===== src/design/esc_pkg.sv =====
package esc_pkg;

    localparam int unsigned WORD_W = 32;

    localparam logic [31:0] SECS_PER_DAY  = 32'd86400;
    localparam logic [31:0] SECS_PER_HOUR = 32'd3600;
    localparam logic [31:0] SECS_PER_MIN  = 32'd60;

    // Each divisor is a power of two, taken off by a shift, times an odd factor
    // that is reached by a multiply with a rounded-up reciprocal and a shift.
    // The reciprocals are exact over the whole range of each dividend.
    localparam logic [25:0] DAY_RECIP  = 26'd50903317;
    localparam logic [13:0] HOUR_RECIP = 14'd9321;
    localparam logic [10:0] MIN_RECIP  = 11'd1093;

    localparam logic [11:0] BASE_YEAR        = 12'd1970;
    localparam logic [11:0] NON_LEAP_CENTURY = 12'd2100;
    localparam logic [8:0]  DAYS_COMMON_YEAR = 9'd365;

    localparam logic [3:0] MON_JAN = 4'd0;
    localparam logic [3:0] MON_FEB = 4'd1;
    localparam logic [3:0] MON_APR = 4'd3;
    localparam logic [3:0] MON_JUN = 4'd5;
    localparam logic [3:0] MON_SEP = 4'd8;
    localparam logic [3:0] MON_NOV = 4'd10;
    localparam logic [3:0] MON_DEC = 4'd11;

    typedef struct packed {
        logic        ge;
        logic [31:0] diff;
    } sub_res_t;

    // Years reachable here run from 1970 to 2106, where the only
    // century that breaks the four-year rule is 2100 (2000 is a leap year).
    function automatic logic is_leap(input logic [11:0] year);
        is_leap = (year[1:0] == 2'b00) && (year != NON_LEAP_CENTURY);
    endfunction

    function automatic logic [4:0] month_len(input logic [3:0] month, input logic leap);
        logic [4:0] len;
        if (month == MON_FEB)
            len = leap ? 5'd29 : 5'd28;
        else if (month inside {MON_APR, MON_JUN, MON_SEP, MON_NOV})
            len = 5'd30;
        else
            len = 5'd31;
        month_len = len;
    endfunction

    // 86400 is 128 times 675.
    function automatic logic [15:0] day_quot(input logic [31:0] secs);
        logic [50:0] prod;
        prod     = {26'd0, secs[31:7]} * 51'(DAY_RECIP);
        day_quot = prod[50:35];
    endfunction

    // 3600 is 16 times 225; the seconds of the day fit in 17 bits.
    function automatic logic [4:0] hour_quot(input logic [16:0] sod);
        logic [26:0] prod;
        prod      = {14'd0, sod[16:4]} * 27'(HOUR_RECIP);
        hour_quot = prod[25:21];
    endfunction

    // 60 is 4 times 15; the seconds of the hour fit in 12 bits.
    function automatic logic [5:0] minute_quot(input logic [11:0] soh);
        logic [20:0] prod;
        prod        = {11'd0, soh[11:2]} * 21'(MIN_RECIP);
        minute_quot = prod[19:14];
    endfunction

endpackage


===== src/design/esc_sub_unit.sv =====
module esc_sub_unit (
    input  logic [31:0]       a,
    input  logic [31:0]       b,
    output esc_pkg::sub_res_t res
);
    import esc_pkg::*;

    logic [WORD_W:0] wide;

    assign wide     = {1'b0, a} - {1'b0, b};
    assign res.ge   = ~wide[WORD_W];
    assign res.diff = wide[WORD_W-1:0];

endmodule


===== src/design/epoch_seconds_to_calendar.sv =====
// Converts a 32-bit count of seconds since 1970-01-01 00:00:00 into a
// Gregorian date and time of day.
//
// Input: a transfer happens at the rising edge where start is high and busy
// is low; epoch_seconds is sampled at that edge. busy stays high for the whole
// conversion and no new item is taken meanwhile.
// Output: done is high for exactly one cycle with the cal_* ports valid. The
// receiver cannot stall; the cal_* ports hold their value until the next done.
// done is asserted in the cycle after the last step, while busy is already
// low, so the next start can be taken in the same cycle.
//
// Steps: each of the day, hour and minute splits runs a reciprocal multiply, a
// multiply back and a subtract; the year walk then takes off whole years while
// they fit, the month walk whole months, and done follows. A conversion is
// shortest at 1970-01-01 and longest in December 2105. The remainders and the year
// and month steps share one 32-bit compare-and-subtract unit; the year walk is longest.
//
// Reset clears the sequencer and the done strobe; an item in progress is lost.
module epoch_seconds_to_calendar (
    input  logic        clk,
    input  logic        rst_n,
    input  logic        start,
    output logic        busy,
    input  logic [31:0] epoch_seconds,
    output logic        done,
    output logic [11:0] cal_year,
    output logic [3:0]  cal_month,
    output logic [4:0]  cal_day,
    output logic [4:0]  cal_hour,
    output logic [5:0]  cal_minute,
    output logic [5:0]  cal_second
);
    import esc_pkg::*;

    localparam logic [2:0] ST_IDLE  = 3'd0;
    localparam logic [2:0] ST_DAYS  = 3'd1;
    localparam logic [2:0] ST_HOUR  = 3'd2;
    localparam logic [2:0] ST_MIN   = 3'd3;
    localparam logic [2:0] ST_YEAR  = 3'd4;
    localparam logic [2:0] ST_MONTH = 3'd5;

    localparam logic [1:0] STEP_QUOT = 2'd0;
    localparam logic [1:0] STEP_PROD = 2'd1;
    localparam logic [1:0] STEP_SUB  = 2'd2;

    logic [2:0]  state_reg, state_next;
    logic        done_reg, done_next;
    logic [31:0] rem_reg, rem_next;
    logic [31:0] div_reg, div_next;
    logic [15:0] quo_reg, quo_next;
    logic [1:0]  cnt_reg, cnt_next;
    logic [15:0] days_reg, days_next;
    logic [4:0]  hour_reg, hour_next;
    logic [5:0]  minute_reg, minute_next;
    logic [11:0] year_reg, year_next;
    logic [3:0]  month_reg, month_next;

    logic [11:0] out_year_reg;
    logic [3:0]  out_month_reg;
    logic [4:0]  out_day_reg;
    logic [4:0]  out_hour_reg;
    logic [5:0]  out_minute_reg;
    logic [5:0]  out_second_reg;
    logic        finish;

    logic [31:0] op_a, op_b;
    sub_res_t    sub;
    logic        leap;
    logic [15:0] quo_calc;
    logic [31:0] prod_calc;

    assign leap = is_leap(year_reg);

    // Quotient of the current split, and that quotient times its divisor.
    always_comb
    begin
        case (state_reg)
            ST_HOUR:
            begin
                quo_calc  = {11'd0, hour_quot(rem_reg[16:0])};
                prod_calc = {16'd0, quo_reg} * SECS_PER_HOUR;
            end
            ST_MIN:
            begin
                quo_calc  = {10'd0, minute_quot(rem_reg[11:0])};
                prod_calc = {16'd0, quo_reg} * SECS_PER_MIN;
            end
            default:
            begin
                quo_calc  = day_quot(rem_reg);
                prod_calc = {16'd0, quo_reg} * SECS_PER_DAY;
            end
        endcase
    end

    always_comb
    begin
        case (state_reg)
            ST_YEAR:
            begin
                op_a = {16'd0, days_reg};
                op_b = {23'd0, DAYS_COMMON_YEAR + {8'd0, leap}};
            end
            ST_MONTH:
            begin
                op_a = {16'd0, days_reg};
                op_b = {27'd0, month_len(month_reg, leap)};
            end
            default:
            begin
                op_a = rem_reg;
                op_b = div_reg;
            end
        endcase
    end

    esc_sub_unit u_sub (
        .a   (op_a),
        .b   (op_b),
        .res (sub)
    );

    always_comb
    begin
        state_next  = state_reg;
        rem_next    = rem_reg;
        div_next    = div_reg;
        quo_next    = quo_reg;
        cnt_next    = cnt_reg;
        days_next   = days_reg;
        hour_next   = hour_reg;
        minute_next = minute_reg;
        year_next   = year_reg;
        month_next  = month_reg;
        finish      = 1'b0;
        done_next   = 1'b0;

        case (state_reg)
            ST_IDLE:
            begin
                if (start)
                begin
                    state_next = ST_DAYS;
                    rem_next   = epoch_seconds;
                    cnt_next   = STEP_QUOT;
                end
            end
            ST_DAYS, ST_HOUR, ST_MIN:
            begin
                case (cnt_reg)
                    STEP_QUOT:
                    begin
                        quo_next = quo_calc;
                        cnt_next = STEP_PROD;
                    end
                    STEP_PROD:
                    begin
                        div_next = prod_calc;
                        cnt_next = STEP_SUB;
                    end
                    default:
                    begin
                        // The product never exceeds the dividend, so the
                        // difference is the exact remainder.
                        rem_next = sub.diff;
                        cnt_next = STEP_QUOT;
                        if (state_reg == ST_DAYS)
                        begin
                            days_next  = quo_reg;
                            state_next = ST_HOUR;
                        end
                        else if (state_reg == ST_HOUR)
                        begin
                            hour_next  = quo_reg[4:0];
                            state_next = ST_MIN;
                        end
                        else
                        begin
                            minute_next = quo_reg[5:0];
                            year_next   = BASE_YEAR;
                            state_next  = ST_YEAR;
                        end
                    end
                endcase
            end
            ST_YEAR:
            begin
                if (sub.ge)
                begin
                    days_next = sub.diff[15:0];
                    year_next = year_reg + 12'd1;
                end
                else
                begin
                    month_next = MON_JAN;
                    state_next = ST_MONTH;
                end
            end
            ST_MONTH:
            begin
                // December is never tested: whatever is left belongs to it.
                if (sub.ge && month_reg != MON_DEC)
                begin
                    days_next  = sub.diff[15:0];
                    month_next = month_reg + 4'd1;
                end
                else
                begin
                    finish     = 1'b1;
                    done_next  = 1'b1;
                    state_next = ST_IDLE;
                end
            end
            default:
            begin
                state_next = ST_IDLE;
            end
        endcase
    end

    always_ff @(posedge clk or negedge rst_n)
    begin
        if (!rst_n)
        begin
            state_reg <= ST_IDLE;
            done_reg  <= 1'b0;
        end
        else
        begin
            state_reg <= state_next;
            done_reg  <= done_next;
        end
    end

    always_ff @(posedge clk)
    begin
        rem_reg    <= rem_next;
        div_reg    <= div_next;
        quo_reg    <= quo_next;
        cnt_reg    <= cnt_next;
        days_reg   <= days_next;
        hour_reg   <= hour_next;
        minute_reg <= minute_next;
        year_reg   <= year_next;
        month_reg  <= month_next;
        if (finish)
        begin
            out_year_reg   <= year_reg;
            out_month_reg  <= month_reg;
            out_day_reg    <= days_reg[4:0] + 5'd1;
            out_hour_reg   <= hour_reg;
            out_minute_reg <= minute_reg;
            out_second_reg <= rem_reg[5:0];
        end
    end

    assign busy       = (state_reg != ST_IDLE);
    assign done       = done_reg;
    assign cal_year   = out_year_reg;
    assign cal_month  = out_month_reg;
    assign cal_day    = out_day_reg;
    assign cal_hour   = out_hour_reg;
    assign cal_minute = out_minute_reg;
    assign cal_second = out_second_reg;

`ifndef ASSERT_OFF
    a_done_idle: assert property (@(posedge clk) disable iff (!rst_n)
        done |-> !busy)
        else $error("done raised while a conversion is still running");

    a_start_busy: assert property (@(posedge clk) disable iff (!rst_n)
        (start && !busy) |=> (busy && !done))
        else $error("accepted item did not start a conversion");

    a_year_range: assert property (@(posedge clk) disable iff (!rst_n)
        (state_reg == ST_YEAR) |-> (year_reg <= 12'd2106))
        else $error("year walk ran past the input range");

    a_month_range: assert property (@(posedge clk) disable iff (!rst_n)
        (state_reg == ST_MONTH) |-> (month_reg <= MON_DEC && days_reg <= 16'd365))
        else $error("month walk out of range");

    a_sod_range: assert property (@(posedge clk) disable iff (!rst_n)
        (state_reg == ST_YEAR) |-> (rem_reg < SECS_PER_MIN))
        else $error("seconds remainder not reduced below one minute");
`endif

endmodule


===== config.mk =====
export PLATFORM = sky130hd
export DESIGN_NAME = epoch_seconds_to_calendar
export DESIGN_NICKNAME = d
export VERILOG_FILES = /design/src/design/esc_pkg.sv /design/src/design/esc_sub_unit.sv /design/src/design/epoch_seconds_to_calendar.sv
export SDC_FILE = /design/constraint.sdc
export NUM_CORES = 1
export LEC_CHECK = 0
export ABC_CLOCK_PERIOD_IN_PS = 7490
export BUFFER_PORTS_ARGS = -buffer_cell sky130_fd_sc_hd__buf_2
export CAP_MARGIN = 20
export CORE_AREA = 5 5 239 241
export CTS_CLUSTER_DIAMETER = 50
export DETAILED_ROUTE_END_ITERATION = 8
export DIE_AREA = 0 0 244 246
export GPL_TIMING_DRIVEN = 0
export PLACE_DENSITY_LB_ADDON = 0.15
export SLEW_MARGIN = 10
export SYNTH_ARGS = -nofsm -noshare
export SYNTH_HDL_FRONTEND = slang
export SYNTH_SLANG_ARGS = --single-unit

===== constraint.sdc =====
create_clock -name clk -period 7.49 [get_ports clk]
set_input_delay 1.1235 -clock clk [delete_from_list [all_inputs] [get_ports clk]]
set_output_delay 1.1235 -clock clk [all_outputs]
set_load 0.05 [all_outputs]

==> implementation parameters, run 1 <==
Parameter                              Value

Worst setup path
  Cell type of the slowest stage on the worst timing path    sky130_fd_sc_hd__edfxtp_1
  RR Endpoint    quo_reg[5]
  Startpoint class of the critical path    flop
  Worst path cell trace    fa_1, inv_1, fa_1, inv_1, fa_1, inv_1, fa_1, inv_1, fa_1, fa_1, ha_1, ha_1, clkbuf_1, nand4_1, nor2_1, nand2_1, a211oi_1, nor3_2, a21oi_1, nor2_1, xor2_1, mux2i_1
  Worst Path Arrival    7.40 ns
  Biggest cell delay along the critical path    0.63 ns
  Minimum setup slack among reg-to-reg paths    0.28 ns
  Worst Path Max Fanout    9
  Required arrival time at the worst endpoint    7.67 ns
  CP endpoint kind    flop
  Most repeated library cell on the critical path    sky130_fd_sc_hd__fa_1
  Startpoint of the lowest-slack register-to-register path    rem_reg[29]
  R2R cell count    22
  Critical path class    flop to flop

Yosys
  Syn nets    3682
  Netlist area before placement    27000 um2
  Number of enable flip-flop cells after synthesis    161
  Synthesized area divided by synthesized cell count    9.79 um2
  Number of warning messages in the yosys log    0
  Sequential-to-total area share from yosys stat    18.3%
  Cells taking the most area after synthesis    sky130_fd_sc_hd__ha_1, sky130_fd_sc_hd__fa_1, sky130_fd_sc_hd__edfxtp_1
  Synth top area share    27.7%
  Share of synthesized registers carrying an async set or reset    2.42%
  Synth Register Bits    165
  Post-synthesis cell type with the largest combined area    sky130_fd_sc_hd__ha_1
  Yosys cell types    85
  Post-synth top flop    sky130_fd_sc_hd__edfxtp_1
  Instance count of the mapped netlist    2760

Layout
  Area taken by flip-flops and latches    4930 um2
  Final Net Count    3818
  Fraction of layout cells with a size suffix above 1    6.46%
  Antenna diode instance count    0
  Area occupied by multi-input gates    19700 um2
  Final Instance Area    29300 um2
  Number of inserted filler cells in the final layout    4984
  Area growth from synthesis to layout    8.24%
  Max reg flops    32

STA
  Post-Route Setup TNS    0 ns
  Setup skew after layout    0.0143 ns
  Max_slew headroom    29.5%
  Count of endpoints failing setup in the final report    0
  Slew of the pin with the lowest slew margin    1.06 ns
  Fmax achieved    139 MHz
  Number of max-slew violations in the final report    0
  Number of hold violations in the final report    0
  Post-layout minimum cycle time    7.21 ns
  Setup ws final    0.275 ns
  Final clock period utilization by the worst path    96.3%

Floorplanning
  Count of boundary I/O pins    75
  Die X-Extent    244 um
  Core footprint    54700 um2
  # rows    86
  Initial core utilization    49.4%
  Die boundary height    246 um
  Die outline area    60000 um2

Detailed routing
  Residual DRC    0
  Post-detailed-route count of antenna-violating nets    0
  Routed via count divided by cell count    5.46
  Number of DRC markers after the initial detailed-route iteration    890
  Wire length after detailed routing    72800 um
  Detailed-route via count    19700
  Drt first pass iters    5
  Routed length per placed instance    20.2 um

Min path
  Type of the most critical hold path    flop to flop
  Startpoint of the lowest-slack hold path    hour_reg[1]
  Hold-critical path depth    0
  Destination of the worst hold path    cal_hour[1]

Job
  Count of max-cap constraint violations    0

CTS
  Cts bufs inserted    17
  Post-CTS Hold Fix Bufs    0
  Clock tree from TritonCTS    built
  Post-CTS clock slew at the launch and capture registers of the worst setup and hold paths    0.08 ns
  Number of clock sinks    165
  Clock root buffer master    sky130_fd_sc_hd__clkbuf_16
  Max clock buf depth    2
  Number of levels the H-tree was split into    4
  Clock Latency Late Sink    0.46 ns

Global route
  Vias in the first global route    20700
  Global-route wire length before repair    115000 um
  Remaining global-route overflow    0
  GRT Resource Usage Total    24.6%
  Maximum number of pins on one net before global-route repair    31
  Number of antenna violations at the first check in global routing    1

Placement
  Post-DP Area    28400 um2
  Routability congestion estimate    0.950
  Worst slack after detailed placement    -0.0311 ns
  Count of port buffers added during placement    74
  Sum of net half-perimeters after detailed placement    61200 um

Status
  Status    complete, no violations
==> stage by stage <==
| step | hold slack [ns] | util, % | std cells |
|---|---|---|---|
| finish | 0.418 | 53.5 | 3613 |
| global route | 0.432 | 53.5 | 3613 |
| CTS | 0.420 | 53.1 | 3584 |
| detailed placement | 0.405 | 51.9 | 3545 |
| global placement | 0.404 | 51.7 | 3538 |
| floorplan | 0.400 | - | 2760 |
==> how the worst max path moves through the flow <==
stage | startpoint | end | slack (ns)
after floorplan | rem_reg[26] | quo_reg[14] | 1.17
after global placement | state_reg[1] | cal_year[8] | -0.12
after detailed placement | rem_reg[20] | quo_reg[2] | -0.03
after CTS | rem_reg[26] | quo_reg[2] | 0.01
after global routing | rem_reg[29] | quo_reg[8] | -0.0009
final | rem_reg[29] | quo_reg[5] | 0.28
==> what timing repair did <==
action	in CTS	in global routing
setup buffers	7	29
cloned	0	0
resized for setup	0	3
hold endpoints to repair	0	0
pin swaps	0	0
endpoints found under the setup margin	4	13
==> cells in the mapped netlist, types with 4 or more instances <==
library cell / number
sky130_fd_sc_hd__clkbuf_1: 35
sky130_fd_sc_hd__o21a_1: 19
sky130_fd_sc_hd__nor3_1: 22
sky130_fd_sc_hd__nand3b_1: 4
sky130_fd_sc_hd__o21ai_0: 137
sky130_fd_sc_hd__o31ai_1: 7
sky130_fd_sc_hd__o41ai_1: 5
sky130_fd_sc_hd__a31oi_1: 9
sky130_fd_sc_hd__o22ai_1: 9
sky130_fd_sc_hd__a21oi_1: 117
sky130_fd_sc_hd__a211o_1: 4
sky130_fd_sc_hd__fa_1: 289
sky130_fd_sc_hd__ha_1: 598
sky130_fd_sc_hd__inv_1: 613
sky130_fd_sc_hd__o21bai_1: 19
sky130_fd_sc_hd__and2_1: 17
sky130_fd_sc_hd__nor2b_1: 10
sky130_fd_sc_hd__or2_2: 5
sky130_fd_sc_hd__xor2_1: 45
sky130_fd_sc_hd__a21boi_0: 9
sky130_fd_sc_hd__buf_1: 5
sky130_fd_sc_hd__xnor2_1: 67
sky130_fd_sc_hd__edfxtp_1: 161
sky130_fd_sc_hd__a21o_1: 63
sky130_fd_sc_hd__nor2_1: 111
sky130_fd_sc_hd__o211ai_1: 10
sky130_fd_sc_hd__nor4_1: 5
sky130_fd_sc_hd__nand4_1: 16
sky130_fd_sc_hd__nand2b_1: 17
sky130_fd_sc_hd__dfrtp_1: 4
sky130_fd_sc_hd__nand3_1: 29
sky130_fd_sc_hd__a211oi_1: 20
sky130_fd_sc_hd__or3_1: 7
sky130_fd_sc_hd__and3_1: 19
sky130_fd_sc_hd__nand2_1: 167
sky130_fd_sc_hd__mux2i_1: 12
==> metal layers <==
metal  up-vias  wire, um  global-route usage [%]
met4         0      2110                    7.05
met5         -         0                       0
met2       380     36800                    44.5
met3        93      2560                    2.51
met1      9758     31400                    31.5
li1       9494         -                       -
==> cells in the final DEF (no fill, tap or decap), drive strengths merged, types with 21 or more instances in the layout <==
cell type	count
a211oi	21
a21o	63
a21oi	120
buf	122
clkbuf	52
edfxtp	161
fa	289
ha	598
inv	620
nand2	168
nand3	29
nor2	111
nor3	23
o21ai	140
xnor2	67
xor2	45
==> cell type report <==
type                    instances  share of cell area, %
flip-flops and latches        165                   16.9
inverters                     613                   7.87
multi-input cells            1942                   67.3
clock buffers                  17                   1.45
clock inverters                15                  0.547
repair buffers                117                   2.46
well taps                     704                   3.01
plain buffers                  40                  0.513
==> cells by family after synthesis <==
| kind of cell | synth area share, % |
|---|---|
| buf+inv | 9.07 |
| flops | 18.3 |
| mux | 0.611 |
| fa+ha+maj | 49.1 |
| compound gates | 11.7 |
| simple gates | 7.62 |
| xor+xnor | 3.63 |
==> worst max-delay path, delay by kind of cell, from the launching register on <==
family | cells | cell delay, ns
adder cells (fa/ha/maj) | 8 | 3.75
buffers and inverters | 5 | 0.51
AND/OR/NAND/NOR | 5 | 0.81
flip-flops | 1 | 0.63
multiplexers | 1 | 0.14
XOR/XNOR | 1 | 0.31
AO/OA/AOI/OAI | 2 | 0.77
Power of run 1 is left out: the tool's default activity adds up to more than one toggle a clock period on the data nets, which glitch-free logic cannot reach.
==> run 2, diff against run 1 <==
- CORE_AREA: 5 5 239 241 -> 5 5 307 309
- DIE_AREA: 0 0 244 246 -> 0 0 312 314
==> implementation parameters, run 2 (synthesis gave the netlist of run 1 again) <==
Parameter                              Value

Status
  Status    complete, no violations

Floorplanning
  # rows    111
  Core footprint    91100 um2
  Die outline area    98000 um2
  Die X-Extent    312 um
  Die boundary height    314 um
  Initial core utilization    29.7%
  Count of boundary I/O pins    75

Layout
  Commonest non-fill, non-tap cells in the layout    sky130_fd_sc_hd__inv_1, sky130_fd_sc_hd__ha_1, sky130_fd_sc_hd__fa_1
  Final Net Count    3825
  Max reg flops    32
  Leading cell type in the layout, fill and taps excluded    sky130_fd_sc_hd__inv_1
  Antenna diode instance count    0
  Area growth from synthesis to layout    10.9%
  Final core occ    32.9%
  Fraction of layout cells with a size suffix above 1    6.86%

STA
  Number of max-slew violations in the final report    0
  Worst hold slack    0.422 ns
  Setup skew after layout    0.0145 ns
  Post-layout minimum cycle time    7.35 ns
  Slew of the pin with the lowest slew margin    1.10 ns
  Max_slew headroom    27.0%
  Number of hold violations in the final report    0
  Fmax achieved    136 MHz
  Final clock period utilization by the worst path    98.2%
  Count of endpoints failing setup in the final report    0

Detailed routing
  Number of DRC markers after the initial detailed-route iteration    808
  Drt first pass iters    5
  Detailed-route via count    19500
  Residual DRC    0
  Routed via count divided by cell count    4.75
  Post-detailed-route count of antenna-violating nets    0
  Wire length after detailed routing    81600 um
  Routed length per placed instance    19.9 um

Global route
  GRT Resource Usage Total    16.6%
  Number of antenna violations at the first check in global routing    2
  Maximum number of pins on one net before global-route repair    31
  Global-route wire length before repair    125000 um
  Remaining global-route overflow    0
  Vias in the first global route    20900

CTS
  Post-CTS clock slew at the launch and capture registers of the worst setup and hold paths    0.08 ns
  Clock root buffer master    sky130_fd_sc_hd__clkbuf_16
  Post-CTS Hold Fix Bufs    0
  Number of clock sinks    165
  Max clock buf depth    2
  Cts bufs inserted    17
  Number of levels the H-tree was split into    4
  Clock tree from TritonCTS    built
  Clock Latency Late Sink    0.45 ns

Placement
  Routability congestion estimate    0.902
  Sum of net half-perimeters after detailed placement    68400 um
  Count of port buffers added during placement    74

Worst setup path
  Startpoint class of the critical path    flop
  Worst Path Max Fanout    8
  Critical path class    flop to flop
  Worst Path Arrival    7.49 ns
  CP endpoint kind    flop
  Required arrival time at the worst endpoint    7.62 ns

Job
  Count of max-cap constraint violations    0

Min path
  Type of the most critical hold path    flop to flop
==> run 2: cell types whose count changed in the layout (fill, tap and decap cells not counted), moves of 2 or more <==
cell,delta
sky130_fd_sc_hd__buf_6,-2
sky130_fd_sc_hd__a211oi_2,+2
sky130_fd_sc_hd__buf_4,+8
sky130_fd_sc_hd__a211oi_1,-2
==> run 2: critical path, cell delays in order, from the launching register on <==
cell and delay (ns):
sky130_fd_sc_hd__edfxtp_1 0.49, sky130_fd_sc_hd__buf_4 0.28, sky130_fd_sc_hd__fa_1 0.56, sky130_fd_sc_hd__inv_1 0.05
sky130_fd_sc_hd__fa_1 0.43, sky130_fd_sc_hd__inv_1 0.07, sky130_fd_sc_hd__ha_1 0.19, sky130_fd_sc_hd__inv_1 0.08
sky130_fd_sc_hd__fa_1 0.53, sky130_fd_sc_hd__inv_1 0.07, sky130_fd_sc_hd__fa_1 0.47, sky130_fd_sc_hd__fa_1 0.55
sky130_fd_sc_hd__inv_1 0.07, sky130_fd_sc_hd__fa_1 0.53, sky130_fd_sc_hd__inv_1 0.04, sky130_fd_sc_hd__ha_1 0.24
sky130_fd_sc_hd__a21o_1 0.24, sky130_fd_sc_hd__a211oi_1 0.42, sky130_fd_sc_hd__o211ai_1 0.19, sky130_fd_sc_hd__a211oi_2 0.45
sky130_fd_sc_hd__o311ai_0 0.32, sky130_fd_sc_hd__a31oi_1 0.30, sky130_fd_sc_hd__xor2_1 0.28, sky130_fd_sc_hd__o22ai_1 0.19
==> run 2: metrics by stage <==
| step | setup slack [ns] | instance area, um2 | TNS [ns] | std cells |
|---|---|---|---|---|
| after floorplan | 1.17 | 27000 | 0 | 2760 |
| after global placement | -0.495 | 28900 | -22.38 | 4020 |
| after detailed placement | -0.439 | 29000 | -3.47 | 4027 |
| after CTS | 0.0129 | 29800 | 0 | 4088 |
| after global routing | -0.00206 | 30000 | -0.00206 | 4102 |
| final | 0.135 | 30000 | 0 | 4102 |
==> run 2: cell type report <==
| cell class | instances | area, um2 |
|---|---|---|
| fill | 9549 | 61100 |
| multi-input combinational | 1942 | 19700 |
| sequential | 165 | 4930 |
| inverter | 613 | 2300 |
| tap | 1186 | 1480 |
| timing repair buffer | 124 | 773 |
| clock buffer | 17 | 425 |
| clock inverter | 15 | 184 |
| buffer | 40 | 150 |
==> run 2: path summary, 6_finish.rpt <==
| path | start | cells after the start | slack (ns) | end |
|---|---|---|---|---|
| worst max-delay path | rem_reg[20] | 23 | 0.14 | quo_reg[3] |
| worst min-delay path | minute_reg[2] | 0 | 0.42 | cal_minute[2] |
| worst max register to register | rem_reg[20] | 23 | 0.14 | quo_reg[3] |
| worst min register to register | minute_reg[2] | 0 | 0.42 | cal_minute[2] |
| max in group asynchronous | rst_n | 1 | 6.87 | state_reg[1] |
| min in group asynchronous | rst_n | 1 | 0.48 | done |
==> run 2: layer usage <==
layer	up-vias	global-route usage (%)	share of wire [%]
met3	67	1.81	3.2
met4	2	3.40	1.8
met1	9608	21.9	46
met5	-	0	0.016
met2	280	29.7	49
li1	9509	-	-
==> run 2: what timing repair did <==
action / 4_1_cts / 5_1_grt
resized for setup: 1 / 7
setup endpoints to repair: 14 / 11
pin swaps: 0 / 1
setup buffers: 29 / 14
Power of run 2 is left out for the same reason.
